$ cat config.mk
export PLATFORM = sky130hd
export DESIGN_NAME = k_group_block_reverser_flat
export DESIGN_NICKNAME = d
export VERILOG_FILES = /design/src/rtl/kgbr_pkg.sv /design/src/rtl/kgbr_if.sv /design/src/rtl/kgbr_cmd_fifo.sv /design/src/rtl/kgbr_front.sv /design/src/rtl/kgbr_back.sv /design/src/rtl/k_group_block_reverser.sv /design/src/flat_wrapper.sv
export SDC_FILE = /design/constraint.sdc
export NUM_CORES = 1
export LEC_CHECK = 0
export BUFFER_PORTS_ARGS = -buffer_cell sky130_fd_sc_hd__buf_2
export CAP_MARGIN = 20
export CORE_ASPECT_RATIO = 2
export CORE_UTILIZATION = 35
export DETAILED_ROUTE_END_ITERATION = 10
export GPL_ROUTABILITY_DRIVEN = 0
export PLACE_DENSITY = 0.6
export SLEW_MARGIN = 20
export SYNTH_ARGS = -nofsm -noshare
export SYNTH_HDL_FRONTEND = slang
export SYNTH_HIERARCHICAL = 1
export SYNTH_SLANG_ARGS = --single-unit
$ cat constraint.sdc
create_clock -name clk -period 7.5 [get_ports clk]
set_clock_uncertainty 0.05 [all_clocks]
set_input_delay 1.5 -clock clk [delete_from_list [all_inputs] [get_ports clk]]
set_output_delay 1.5 -clock clk [all_outputs]
set_load 0.005 [all_outputs]
$ cat src/rtl/kgbr_pkg.sv
`timescale 1ns / 1ps

package kgbr_pkg;

    localparam int MAX_GROUP = 16;
    localparam int IDX_W     = $clog2(MAX_GROUP);
    localparam int CNT_W     = IDX_W + 1;
    localparam int DATA_W    = 32;
    localparam int CFG_W     = 5;
    localparam int NUM_BANKS = 2;
    localparam int BANK_W    = 1;
    localparam int ADDR_W    = BANK_W + IDX_W;
    localparam int CMD_DEPTH = 2;

    // one closed group handed from the front to the back
    typedef struct packed {
        logic [BANK_W-1:0] bank;
        logic [CNT_W-1:0]  n;
        logic              rev;
        logic              last;
    } cmd_t;

    typedef struct packed {
        logic              en;
        logic [ADDR_W-1:0] addr;
        logic [DATA_W-1:0] data;
    } wr_t;

    typedef struct packed {
        logic              valid;
        logic [BANK_W-1:0] bank;
    } rel_t;

    typedef struct packed {
        logic [DATA_W-1:0] value;
        logic              run_last;
        logic              list_end;
    } res_t;

endpackage

$ cat src/rtl/kgbr_if.sv
`timescale 1ns / 1ps

interface kgbr_in_if;
    logic               valid;
    logic               ready;
    logic signed [31:0] value;
    logic               list_last;

    modport source (output valid, output value, output list_last, input ready);
    modport sink (input valid, input value, input list_last, output ready);
endinterface

interface kgbr_out_if;
    logic               valid;
    logic               ready;
    logic signed [31:0] out_value;
    logic               run_last;
    logic               list_end;

    modport source (output valid, output out_value, output run_last, output list_end,
                    input ready);
    modport sink (input valid, input out_value, input run_last, input list_end,
                  output ready);
endinterface

$ cat src/rtl/kgbr_cmd_fifo.sv
`timescale 1ns / 1ps

module kgbr_cmd_fifo
    import kgbr_pkg::*;
(
    input  logic clk,
    input  logic rst_n,
    input  logic push_valid,
    output logic push_ready,
    input  cmd_t push_data,
    output logic pop_valid,
    input  logic pop_ready,
    output cmd_t pop_data
);

    localparam int PTR_W = $clog2(CMD_DEPTH);

    cmd_t               ent_reg [CMD_DEPTH];
    logic [PTR_W-1:0]   wr_ptr_reg, wr_ptr_next;
    logic [PTR_W-1:0]   rd_ptr_reg, rd_ptr_next;
    logic [PTR_W:0]     cnt_reg, cnt_next;
    logic               push, pop;

    assign push_ready = (cnt_reg != (PTR_W+1)'(CMD_DEPTH));
    assign pop_valid  = (cnt_reg != '0);
    assign pop_data   = ent_reg[rd_ptr_reg];
    assign push       = push_valid && push_ready;
    assign pop        = pop_valid && pop_ready;

    always_comb
    begin
        wr_ptr_next = wr_ptr_reg;
        rd_ptr_next = rd_ptr_reg;
        cnt_next    = cnt_reg;
        if (push)
        begin
            wr_ptr_next = (wr_ptr_reg == PTR_W'(CMD_DEPTH - 1)) ? '0 : wr_ptr_reg + 1'b1;
        end
        if (pop)
        begin
            rd_ptr_next = (rd_ptr_reg == PTR_W'(CMD_DEPTH - 1)) ? '0 : rd_ptr_reg + 1'b1;
        end
        if (push && !pop)
        begin
            cnt_next = cnt_reg + 1'b1;
        end
        else if (pop && !push)
        begin
            cnt_next = cnt_reg - 1'b1;
        end
    end

    always_ff @(posedge clk or negedge rst_n)
    begin
        if (!rst_n)
        begin
            wr_ptr_reg <= '0;
            rd_ptr_reg <= '0;
            cnt_reg    <= '0;
        end
        else
        begin
            wr_ptr_reg <= wr_ptr_next;
            rd_ptr_reg <= rd_ptr_next;
            cnt_reg    <= cnt_next;
        end
    end

    always_ff @(posedge clk)
    begin
        if (push)
        begin
            ent_reg[wr_ptr_reg] <= push_data;
        end
    end

endmodule

$ cat src/rtl/kgbr_front.sv
`timescale 1ns / 1ps

module kgbr_front
    import kgbr_pkg::*;
(
    input  logic             clk,
    input  logic             rst_n,
    input  logic             cfg_we,
    input  logic [CFG_W-1:0] cfg_wdata,
    kgbr_in_if.sink          in_ch,
    output wr_t              wr,
    output logic             cmd_valid,
    input  logic             cmd_ready,
    output cmd_t             cmd,
    input  rel_t             rel
);

    logic [CFG_W-1:0]     group_size_reg;
    logic [CNT_W-1:0]     fill_reg, fill_next;
    logic [BANK_W-1:0]    wb_reg, wb_next;
    logic [NUM_BANKS-1:0] busy_reg, busy_next;
    logic [CNT_W-1:0]     k;
    logic [CNT_W-1:0]     fill_inc;
    logic                 acc, full_grp, close;

    // effective group size: zero acts as one, large values saturate
    always_comb
    begin
        priority if (group_size_reg == '0)
        begin
            k = CNT_W'(1);
        end
        else if (int'(group_size_reg) > MAX_GROUP)
        begin
            k = CNT_W'(MAX_GROUP);
        end
        else
        begin
            k = CNT_W'(group_size_reg);
        end
    end

    assign in_ch.ready = !busy_reg[wb_reg] && cmd_ready;
    assign acc         = in_ch.valid && in_ch.ready;
    assign fill_inc    = fill_reg + 1'b1;
    assign full_grp    = (fill_inc >= k);
    assign close       = acc && (full_grp || in_ch.list_last);

    assign wr.en   = acc;
    assign wr.addr = {wb_reg, fill_reg[IDX_W-1:0]};
    assign wr.data = in_ch.value;

    assign cmd_valid = close;
    assign cmd.bank  = wb_reg;
    assign cmd.n     = fill_inc;
    assign cmd.rev   = full_grp;
    assign cmd.last  = in_ch.list_last;

    always_comb
    begin
        fill_next = fill_reg;
        wb_next   = wb_reg;
        busy_next = busy_reg;
        if (rel.valid)
        begin
            busy_next[rel.bank] = 1'b0;
        end
        if (close)
        begin
            busy_next[wb_reg] = 1'b1;
            wb_next           = wb_reg + 1'b1;
            fill_next         = '0;
        end
        else if (acc)
        begin
            fill_next = fill_inc;
        end
    end

    always_ff @(posedge clk or negedge rst_n)
    begin
        if (!rst_n)
        begin
            group_size_reg <= CFG_W'(1);
            fill_reg       <= '0;
            wb_reg         <= '0;
            busy_reg       <= '0;
        end
        else
        begin
            if (cfg_we)
            begin
                group_size_reg <= cfg_wdata;
            end
            fill_reg <= fill_next;
            wb_reg   <= wb_next;
            busy_reg <= busy_next;
        end
    end

endmodule

$ cat src/rtl/kgbr_back.sv
`timescale 1ns / 1ps

module kgbr_back
    import kgbr_pkg::*;
(
    input  logic       clk,
    input  logic       rst_n,
    input  wr_t        wr,
    input  logic       cmd_valid,
    output logic       cmd_ready,
    input  cmd_t       cmd,
    output rel_t       rel,
    kgbr_out_if.source out_ch
);

    logic [DATA_W-1:0] mem [NUM_BANKS*MAX_GROUP];

    cmd_t              cur_reg;
    logic              active_reg;
    logic [IDX_W-1:0]  j_reg;
    logic              pend_reg;
    logic [DATA_W-1:0] rd_data_reg;
    logic              rd_rl_reg, rd_le_reg;
    res_t              ent_reg [2];
    logic              ohead_reg;
    logic [1:0]        ocnt_reg, ocnt_next;

    logic [IDX_W-1:0]  last_idx, idx;
    logic [ADDR_W-1:0] rd_addr;
    logic [1:0]        occ_after;
    logic              pop, issue, final_one, load;
    logic              tail;

    assign pop       = out_ch.valid && out_ch.ready;
    // slots taken once this cycle settles, counting the read in flight
    assign occ_after = ocnt_reg + {1'b0, pend_reg} - {1'b0, pop};
    assign issue     = active_reg && (occ_after < 2'd2);
    assign last_idx  = IDX_W'(cur_reg.n - 1'b1);
    assign final_one = (j_reg == last_idx);
    assign idx       = cur_reg.rev ? (last_idx - j_reg) : j_reg;
    assign rd_addr   = {cur_reg.bank, idx};
    assign cmd_ready = !active_reg || (issue && final_one);
    assign load      = cmd_valid && cmd_ready;

    assign rel.valid = issue && final_one;
    assign rel.bank  = cur_reg.bank;

    always_ff @(posedge clk)
    begin
        if (wr.en)
        begin
            mem[wr.addr] <= wr.data;
        end
        if (issue)
        begin
            rd_data_reg <= mem[rd_addr];
            rd_rl_reg   <= final_one;
            rd_le_reg   <= final_one && cur_reg.last;
        end
    end

    always_ff @(posedge clk or negedge rst_n)
    begin
        if (!rst_n)
        begin
            active_reg <= 1'b0;
            j_reg      <= '0;
            pend_reg   <= 1'b0;
        end
        else
        begin
            pend_reg <= issue;
            if (load)
            begin
                active_reg <= 1'b1;
                j_reg      <= '0;
            end
            else if (issue && final_one)
            begin
                active_reg <= 1'b0;
            end
            else if (issue)
            begin
                j_reg <= j_reg + 1'b1;
            end
        end
    end

    always_ff @(posedge clk)
    begin
        if (load)
        begin
            cur_reg <= cmd;
        end
    end

    // two-entry result queue behind the registered read
    assign tail         = ohead_reg ^ ocnt_reg[0];
    assign out_ch.valid     = (ocnt_reg != 2'd0);
    assign out_ch.out_value = ent_reg[ohead_reg].value;
    assign out_ch.run_last  = ent_reg[ohead_reg].run_last;
    assign out_ch.list_end  = ent_reg[ohead_reg].list_end;

    always_comb
    begin
        ocnt_next = ocnt_reg + {1'b0, pend_reg} - {1'b0, pop};
    end

    always_ff @(posedge clk)
    begin
        if (pend_reg)
        begin
            ent_reg[tail] <= '{value: rd_data_reg, run_last: rd_rl_reg, list_end: rd_le_reg};
        end
    end

    always_ff @(posedge clk or negedge rst_n)
    begin
        if (!rst_n)
        begin
            ohead_reg <= 1'b0;
            ocnt_reg  <= 2'd0;
        end
        else
        begin
            ohead_reg <= ohead_reg ^ pop;
            ocnt_reg  <= ocnt_next;
        end
    end

endmodule

$ cat src/rtl/k_group_block_reverser.sv
`timescale 1ns / 1ps
// k_group_block_reverser: reverses a streamed list in full groups of group_size elements.
// in_ch carries one list element per transaction, list_last on the final one.
// out_ch carries the reordered elements; run_last ends the results of one group,
// list_end marks the final element of the whole list. A short last group keeps its order.
// cfg_we/cfg_wdata write group_size (0 acts as 1, values above 16 saturate at 16);
// write it only while the block is idle.
// The front stores elements into one of two 16-entry banks and, when a group
// closes (full, or list ends), queues a command and switches banks. The back
// reads the closed bank one element per cycle while its result queue has room.
// Throughput: one input per cycle while the bank being filled is free and the command
// queue has room; a group of n elements drains at one element per cycle while the
// result queue has room. In a steady stream the front stalls every second group until
// the back releases the bank it refills. With the back idle, the first result of a
// group passes through the command queue, the back's command register, the registered
// read and the result queue before it is valid on out_ch.
// Reset clears the fill count, both bank busy flags, the queues, and sets
// group_size to 1. A stalled receiver fills the two-entry result queue, then the
// back stops reading, both banks become busy and in_ch.ready drops.
module k_group_block_reverser
    import kgbr_pkg::*;
(
    input  logic             clk,
    input  logic             rst_n,
    input  logic             cfg_we,
    input  logic [CFG_W-1:0] cfg_wdata,
    kgbr_in_if.sink          in_ch,
    kgbr_out_if.source       out_ch
);

    wr_t  wr;
    rel_t rel;
    cmd_t push_cmd, pop_cmd;
    logic push_valid, push_ready, pop_valid, pop_ready;

    kgbr_front u_front (
        .clk       (clk),
        .rst_n     (rst_n),
        .cfg_we    (cfg_we),
        .cfg_wdata (cfg_wdata),
        .in_ch     (in_ch),
        .wr        (wr),
        .cmd_valid (push_valid),
        .cmd_ready (push_ready),
        .cmd       (push_cmd),
        .rel       (rel)
    );

    kgbr_cmd_fifo u_fifo (
        .clk        (clk),
        .rst_n      (rst_n),
        .push_valid (push_valid),
        .push_ready (push_ready),
        .push_data  (push_cmd),
        .pop_valid  (pop_valid),
        .pop_ready  (pop_ready),
        .pop_data   (pop_cmd)
    );

    kgbr_back u_back (
        .clk       (clk),
        .rst_n     (rst_n),
        .wr        (wr),
        .cmd_valid (pop_valid),
        .cmd_ready (pop_ready),
        .cmd       (pop_cmd),
        .rel       (rel),
        .out_ch    (out_ch)
    );

    a_list_end_closes_run: assert property (@(posedge clk) disable iff (!rst_n)
        out_ch.valid && out_ch.list_end |-> out_ch.run_last)
        else $error("list_end without run_last");

    a_push_has_room: assert property (@(posedge clk) disable iff (!rst_n)
        push_valid |-> push_ready)
        else $error("group closed with command queue full");

    a_group_len: assert property (@(posedge clk) disable iff (!rst_n)
        push_valid |-> (push_cmd.n != '0) && (push_cmd.n <= CNT_W'(MAX_GROUP)))
        else $error("group length out of range");

    a_write_not_released_bank: assert property (@(posedge clk) disable iff (!rst_n)
        wr.en && rel.valid |-> wr.addr[ADDR_W-1 -: BANK_W] != rel.bank)
        else $error("write into bank still being drained");

endmodule
$ cat src/flat_wrapper.sv
// flat-port wrapper written by rule: the top's interface ports become plain ports
module k_group_block_reverser_flat import kgbr_pkg::*;
  (clk, rst_n, cfg_we, cfg_wdata, in_ch_valid, in_ch_value, in_ch_list_last, in_ch_ready, out_ch_valid, out_ch_out_value, out_ch_run_last, out_ch_list_end, out_ch_ready);
  kgbr_in_if in_ch_i ();
  kgbr_out_if out_ch_i ();
  input  logic clk;
  input  logic rst_n;
  input  logic cfg_we;
  input  logic [CFG_W-1:0] cfg_wdata;
  input wire logic [$bits(in_ch_i.valid)-1:0] in_ch_valid;
  input wire logic [$bits(in_ch_i.value)-1:0] in_ch_value;
  input wire logic [$bits(in_ch_i.list_last)-1:0] in_ch_list_last;
  output wire logic [$bits(in_ch_i.ready)-1:0] in_ch_ready;
  output wire logic [$bits(out_ch_i.valid)-1:0] out_ch_valid;
  output wire logic [$bits(out_ch_i.out_value)-1:0] out_ch_out_value;
  output wire logic [$bits(out_ch_i.run_last)-1:0] out_ch_run_last;
  output wire logic [$bits(out_ch_i.list_end)-1:0] out_ch_list_end;
  input wire logic [$bits(out_ch_i.ready)-1:0] out_ch_ready;
  assign in_ch_i.valid = in_ch_valid;
  assign in_ch_i.value = in_ch_value;
  assign in_ch_i.list_last = in_ch_list_last;
  assign in_ch_ready = in_ch_i.ready;
  assign out_ch_valid = out_ch_i.valid;
  assign out_ch_out_value = out_ch_i.out_value;
  assign out_ch_run_last = out_ch_i.run_last;
  assign out_ch_list_end = out_ch_i.list_end;
  assign out_ch_i.ready = out_ch_ready;
  k_group_block_reverser u_core (.clk(clk), .rst_n(rst_n), .cfg_we(cfg_we), .cfg_wdata(cfg_wdata), .in_ch(in_ch_i), .out_ch(out_ch_i));
endmodule
-- After elaboration in Yosys (flattened, before gate mapping)
Memories as Yosys holds them, arrays and structs flattened. A register that Yosys moved wholly into a read port is not among the register bits.
Index checks and enable logic that the tools add are counted.
Widths: inputs -> output; s select.
- add/sub/neg operators: 11
- $mul: 0
- div/mod/pow operators: 0
- $lt $le $gt $ge: 7
- eq/ne operators: 3
- shift-type cells: 0
- mux-type cells: 28
- bitwise operators: 5
- reductions and logical operators: 27
- operators with widths (operator ; count):
    $mux 5 ; 4
    $mux 4 ; 4
    $mux 1 ; 14
    $logic_and 1x1->1 ; 13
    $reduce_bool 2->1 ; 6
    $mux 2 ; 4
    $add 5x1->5 const B ; 1
    $ge 5x5->1 ; 1
    $gt 5x5->1 const B ; 1
    $logic_not 5->1 ; 1
    $add 4x1->4 const B ; 1
    $eq 4x4->1 ; 1
    $logic_not 1->1 ; 4
    $lt 1x2->1 const B ; 2
    $ne 2x2->1 const B ; 2
    $sub 4x1->4 const B ; 1
    $sub 4x4->4 ; 1
    $add 1x1->1 const B ; 3
    $add 2x1->2 ; 1
    $add 2x1->2 const B ; 1
    $and 2x2->2 ; 1
    $demux 1 s1 ; 2
    $ge 1x1->1 const B ; 2
    $logic_or 1x1->1 ; 2
    other kinds (7) ; 8
- register bits after elaboration: 28
- latch bits: 0
- memory bits (writable): 1108
- memory bits (read-only): 0
- input port bits: 43
- logic and storage cells: 98
- memories: 3
- memory list (name ; depth ; bits a word ; read ports ; clocked after memory_dff ; write ports ; line ; text):
    u_core.u_back.mem ; 32 ; 32 ; 1 ; 1 ; 1 ; kgbr_back.sv:16 ; logic [DATA_W-1:0] mem [NUM_BANKS*MAX_GROUP];
    u_core.u_back.ent_reg ; 2 ; 34 ; 1 ; 0 ; 1 ; kgbr_back.sv:24 ; res_t ent_reg [2];
    u_core.u_fifo.ent_reg ; 2 ; 8 ; 1 ; 1 ; 1 ; kgbr_cmd_fifo.sv:18 ; cmd_t ent_reg [CMD_DEPTH];

-- Longest topological paths before layout
Gate-level depths: netlist of run 1.
- depth in word-level cells: 11
- gate-level depth with buffers: 14
- gate-level depth less buffers: 14

-- Hierarchy
The synthesis of run 1 kept the hierarchy.
- modules (own cells, without submodules) (module ; times used ; cells an instance ; area an instance (um2) ; sequential area each (um2)):
    kgbr_back ; 1 ; 3332 ; 47957.2 ; 34247.8
    kgbr_front ; 1 ; 113 ; 1054.8 ; 326.6
    kgbr_cmd_fifo ; 1 ; 43 ; 787.0 ; 580.6

-- Worst setup path before layout of run 1
No wires, ideal clock.
- path kind: input port to flip-flop
- start: input in_ch_valid
- end: memory u_core.u_back.mem[12][0], enable pin
- library setup time: 0.421 ns
- data arrival time: 3.957 ns
- setup slack: 3.072 ns
- stages on the path: 7
- path buffers: 2
- cell sequence: and2_1 -> nand2_1 -> inv_1 -> buf_4 -> or3b_2 -> clkbuf_1 -> nor2_1
- word-level cells in the longest chain between the ends: 3
- ends and longest elaborated chain (item ; line ; text):
    start: declaration ; flat_wrapper.sv:10 ; input wire logic [$bits(in_ch_i.valid)-1:0] in_ch_valid;
    $logic_and 1x1->1 ; kgbr_front.sv:44 ; assign acc = in_ch.valid && in_ch.ready;
    named net u_core.u_front.acc ; kgbr_front.sv:24 ; logic acc, full_grp, close;
    $mux 1 ; kgbr_back.sv:50 ; if (wr.en)
    $mux 1 (not written as such) ; kgbr_back.sv:52 ; mem[wr.addr] <= wr.data;
    end: declaration ; kgbr_back.sv:16 ;
The timed path passes the listed nets, and every way through them passes these cells.

-- Worst setup path in the final report of run 1
- start: register u_core.u_back.j_reg[0]
- end: register u_core.u_back.rd_data_reg[29] (read register of u_core.u_back.mem) (data pin)
- word-level cells in the longest chain between the ends: 2
- ends and longest elaborated chain (item ; line ; text):
    start: declaration ; kgbr_back.sv:20 ; logic [IDX_W-1:0] j_reg;
    start signal: assignment ; kgbr_back.sv:84 ; j_reg <= j_reg + 1'b1;
    $sub 4x4->4 ; kgbr_back.sv:40 ; assign idx = cur_reg.rev ? (last_idx - j_reg) : j_reg;
    $mux 4 (*) ; kgbr_back.sv:40 ;
    end: declaration ; kgbr_back.sv:22 ; logic [DATA_W-1:0] rd_data_reg;
Mark *: on every way between the ends. The rest lies on a longest branch, timed or not.
A chain may end at the register's enable or synchronous reset.

==> impl_metrics.toml, run 1 <==
[yosys]
syn_inst = 3485
syn-num-nets = 3543
syn_area_um2 = 49700
avgSynthCellArea_um2 = 14.3
ys.warnings.count = 6

[clock_network]
cts_buffers = 98
cts_tree = "yes"
cts_setup_buffers = 0
clkTransAtPathRegs_ns = 0.07
clk_latency_ns = 0.71
cts_sinks = 1173
cts-root-buf = "clkbuf_16"
h-tree-depth = 3
hold_buffers = 0
ctsResizeCount = 0
clock_path_buffers = 3

[run]
maxCapViolations = 0

[layout]
final_util = 0.393
multi_input_comb_area_um2 = 13400
final_layout_size_suffix_gt1_frac = 0.138
fill_cells = 13000
largest_reg_flops = 1024
fin_cells = 5411
syn_to_final_growth_pct = 11.3
nets = 3511
seqCellArea_um2 = 35100

[timing]
setup_tns_ns = 0
tightest_slew_ns = 1.20
whs_ns = 0.409
finalHoldViolations = 0
slew_headroom = 0.200
finalSetupViolCount = 0
grt_setup_unrepaired = "false"
setup_slack_ns = 2.51
max_freq_mhz = 200
finalMaxSlewViolations = 0
fin_crit_ns = 4.99
min_period_over_period = 0.665

[drt]
wl_met3_um = 9140
firstDrtPassIters = 6
drt_iter0_drc = 3056
vias = 31500
ant_nets = 0
highest_layer = "met5"
drt-met1-wl_um = 53500
routedWlPerCell_um = 28.5
wl_met2_um = 82400
vias_per_cell = 5.82
drc = 0
wirelength_um = 154000

[outcome]
status = "complete, no violations"

[floorplanning]
coreArea_um2 = 141000
num_rows = 195
die_w_um = 269
die_area_um2 = 144000
initial_utilization = 0.353
die_y_um = 535
ios = 79

[place]
portBuffers = 78
dp_slack_ns = 2.53
place_inst = 5222
dp_hpwl_um = 87800

[critical_path]
criticalPathCategory = "reg2reg"
critPathRequiredTime_ns = 7.85
critPathMaxFanout = 62
worstSetupEndpointType = "flop"
critical-path-slowest-cell = "dfrtp_4"
worst_ep_arrival_time_ns = 5.33
start_kind = "flop"
max_stage_delay_ns = 0.84
crit_chain = "ha_4 > fa_1 > nand2b_4 > nand2_8 > buf_4 > mux4_2 > a2111oi_1 > nor4_1"

[grt]
grt_pass1_vias = 31500
grt_usage = 0.215
antenna_found_initial = 8
grt_max_degree = 171
grt_pass1_wl_um = 221000
grt-ovfl-total = 0

[pwr]
irDropWorstVdd_v = 0.000402
p_leak_uw = 0.0174
power_density_nw_per_um2 = 438

[min_path]
hold_path_class = "reg2reg"
critical path, delay by kind of cell (launching register included):
kind	cells	cell delay, ns
mux	1	0.54
compound gates	1	0.84
flops	1	0.84
fa+ha+maj	2	0.67
simple gates	3	1.19
buf+inv	1	0.42
stage by stage:
| step | power, uW | area (um2) |
|---|---|---|
| floorplan | 15300 | 49700 |
| global placement | 19000 | 52000 |
| detailed placement | 19100 | 52100 |
| CTS | 24400 | 55300 |
| global route | 25300 | 55400 |
| finish | 24300 | 55400 |
power breakdown:
| group | total, uW | internal, uW | switching (uW) |
|---|---|---|---|
| sequential | 8430 | 8010 | 418 |
| combinational | 10600 | 3550 | 7040 |
| clock | 5250 | 2840 | 2400 |
| total | 24300 | 14400 | 9860 |
worst paths after layout:
check,startpoint,endpoint,slack [ns],depth (start not counted)
max in group asynchronous,rst_n,u_core/u_back/j_reg[0],6.13,1
worst min register to register,u_core/u_back/rd_rl_reg,u_core/u_back/ent_reg[0][1],0.41,0
min in group asynchronous,rst_n,u_core/u_front/fill_reg[4],0.77,1
worst max register to register,u_core/u_back/j_reg[0],u_core/u_back/rd_data_reg[29],2.51,8
worst min-delay path,u_core/u_back/rd_rl_reg,u_core/u_back/ent_reg[0][1],0.41,0
worst max-delay path,u_core/u_back/j_reg[0],u_core/u_back/rd_data_reg[29],2.51,8
cell usage in the layout, fill, tap and decap left out, types with 28 or more instances in the layout:
master        n
nor3_1       56
a211o_1      28
mux4_2       40
nor2_4       37
mux2_2       46
o22ai_1     219
o31ai_1      30
a221oi_1     51
buf_2        78
nor2b_1     232
a32o_1       28
a22oi_1      60
a211oi_1     31
o21ai_0     173
and3_1       33
clkbuf_16   100
or3_1        51
edfxtp_1   1147
buf_4        76
a31oi_1      33
nor2_1      266
nand3_1      83
nand2_1     172
a21oi_1      44
metal layers:
metal  GRT usage  vias up
met3      0.0273      396
met5           0        -
met2       0.391     1416
met1       0.237    16200
li1            -    13500
met4       0.123        8
area by class of cell:
type	count	share of cell area
tap	1871	0.0423
multi-input combinational	1997	0.242
antenna	4	0.000181
inverter	17	0.00115
clock inverter	63	0.0116
timing repair buffer	166	0.0221
clock buffer	120	0.0466
sequential	1173	0.634
Note: power is estimated with default switching activity, not from simulation.
==> inputs of run 2 (changes only) <==
==> constraint.sdc (replaced) <==
create_clock -name clk -period 4.6 [get_ports clk]
set_clock_uncertainty 0.05 [all_clocks]
set_input_delay 0.92 -clock clk [delete_from_list [all_inputs] [get_ports clk]]
set_output_delay 0.92 -clock clk [all_outputs]
set_load 0.005 [all_outputs]
==> run 2 against run 1 <==
Compared with the run above:
- combinational power is 71% higher
- utilization is 0.40 points higher
- largest power group unchanged
- sequential share of layout area is 0.64 points lower
- worst setup slack worse by 1.9 ns
- wire length is 0.75% lower
- die area stayed put
==> impl_metrics.toml, run 2 (synthesized netlist as in run 1, its figures left out) <==
[clock_network]
hold_buffers = 0
ctsResizeCount = 0
clk_latency_ns = 0.69
cts_sinks = 1173
cts_setup_buffers = 0
cts_tree = "yes"
cts_buffers = 96
clkTransAtPathRegs_ns = 0.07
h-tree-depth = 3
cts-root-buf = "clkbuf_16"
clock_path_buffers = 3

[outcome]
status = "complete, no violations"

[critical_path]
ff2ff_path_depth = 11
rr_endpoint = "u_core/u_back/rd_data_reg[13]"
max_stage_delay_ns = 0.70
critPathMaxFanout = 40
worst_ep_arrival_time_ns = 4.38
critical-path-slowest-cell = "fa_1"
rrSetupSlack_ns = 0.62
critPathRequiredTime_ns = 4.99
cp-startpoint = "u_core/u_back/cur_reg[2]"
worstSetupEndpointType = "flop"
critPathCapture = "u_core/u_back/rd_data_reg[13]"
crit_chain = "inv_1 > ha_1 > fa_1 > nand2b_4 > nand2_8 > buf_4 > a211oi_1 > a31oi_1 > o21ai_0 > a211oi_2 > buf_4"
cp_common_cell = "buf_4"
start_kind = "flop"
reg2reg_from = "u_core/u_back/cur_reg[2]"
criticalPathCategory = "reg2reg"

[min_path]
hold_path_class = "in2async"

[grt]
grt_max_degree = 135
grt_usage = 0.213
grt-ovfl-total = 0
antenna_found_initial = 4
grt_pass1_wl_um = 220000
grt_pass1_vias = 31500

[drt]
firstDrtPassIters = 6
vias_per_cell = 5.78
highest_layer = "met5"
wl_met3_um = 8800
wl_met2_um = 80700
ant_nets = 0
drc = 0
routedWlPerCell_um = 28.1
drt-met1-wl_um = 53300
vias = 31500
drt_iter0_drc = 2606
wirelength_um = 153000

[floorplanning]
num_rows = 195
die_w_um = 269
die_area_um2 = 144000
initial_utilization = 0.353
ios = 79
die_y_um = 535
coreArea_um2 = 141000

[run]
maxCapViolations = 0

[place]
portBuffers = 78
place_inst = 5271
placed_cell_area_um2 = 52700
dp_hpwl_um = 90000

[layout]
mostFrequentLayoutCell = "edfxtp_1"
fin_cells = 5455
nets = 3556
syn_to_final_growth_pct = 12.5
layout_common_cells = "edfxtp_1, nor2_1, nor2b_1"
final_layout_size_suffix_gt1_frac = 0.152
final_util = 0.397
largest_reg_flops = 1024
stdcell_area_um2 = 55900

[timing]
tightest_slew_ns = 1.03
finalMaxSlewViolations = 0
grt_setup_unrepaired = "false"
fin_crit_ns = 3.98
setup_tns_ns = 0
min_period_over_period = 0.866
finalHoldViolations = 0
slew_headroom = 0.312
max_freq_mhz = 251
finalSetupViolCount = 0

[pwr]
p_leak_uw = 0.0177
power_density_nw_per_um2 = 720
irDropWorstVdd_v = 0.000893
==> run 2: how the worst min path moves through the flow <==
stage | start | to | cells after the start | slack [ns]
floorplan | u_core/u_back/rd_le_reg | u_core/u_back/ent_reg[0][0] | 0 | 0.37
global placement | u_core/u_back/rd_data_reg[26] | u_core/u_back/ent_reg[0][28] | 0 | 0.38
detailed placement | u_core/u_back/rd_data_reg[24] | u_core/u_back/ent_reg[0][26] | 0 | 0.40
CTS | rst_n | u_core/u_front/busy_reg[0] | 1 | 0.21
global route | rst_n | u_core/u_front/busy_reg[0] | 1 | 0.24
finish | rst_n | u_core/u_front/fill_reg[4] | 1 | 0.22
==> run 2: metal layers <==
layer | track usage | up-vias
li1 | - | 13600
met1 | 0.230 | 16200
met2 | 0.387 | 1346
met3 | 0.0272 | 384
met4 | 0.133 | 2
met5 | 0 | -
==> run 2: report_power, final <==
part           switching (uW)  leakage [uW]  internal (uW)
clock network            3870       0.00155           4570
logic                   11700       0.00543           6360
registers                 664        0.0107          13000
==> run 2: final cells by class <==
| class | count | area [um2] |
|---|---|---|
| Clock inverter | 71 | 706 |
| Tap cell | 1871 | 2340 |
| Timing Repair Buffer | 213 | 1830 |
| Multi-Input combinational cell | 1997 | 13400 |
| Clock buffer | 109 | 2470 |
| Fill cell | 13100 | 85100 |
| Antenna cell | 4 | 10.0 |
| Sequential cell | 1173 | 35100 |
| Inverter | 17 | 63.8 |
==> run 2: worst max-delay path, delay by kind of cell (launching register included) <==
| kind | cells | cell delay [ns] |
|---|---|---|
| buffers and inverters | 3 | 0.56 |
| and+or+nand+nor | 2 | 0.50 |
| adders and majority gates | 2 | 1.04 |
| AOI/OAI and AO/OA | 4 | 1.12 |
| DFF | 1 | 0.43 |
==> run 2: through the flow <==
| step | power [uW] | setup WS (ns) | hold slack [ns] |
|---|---|---|---|
| after detailed placement | 31900 | 0.632 | 0.396 |
| after floorplan | 24900 | 0.752 | 0.371 |
| after CTS | 40400 | 0.604 | 0.212 |
| after global placement | 31800 | 0.639 | 0.377 |
| after global routing | 41900 | 0.536 | 0.241 |
| final | 40300 | 0.617 | 0.218 |
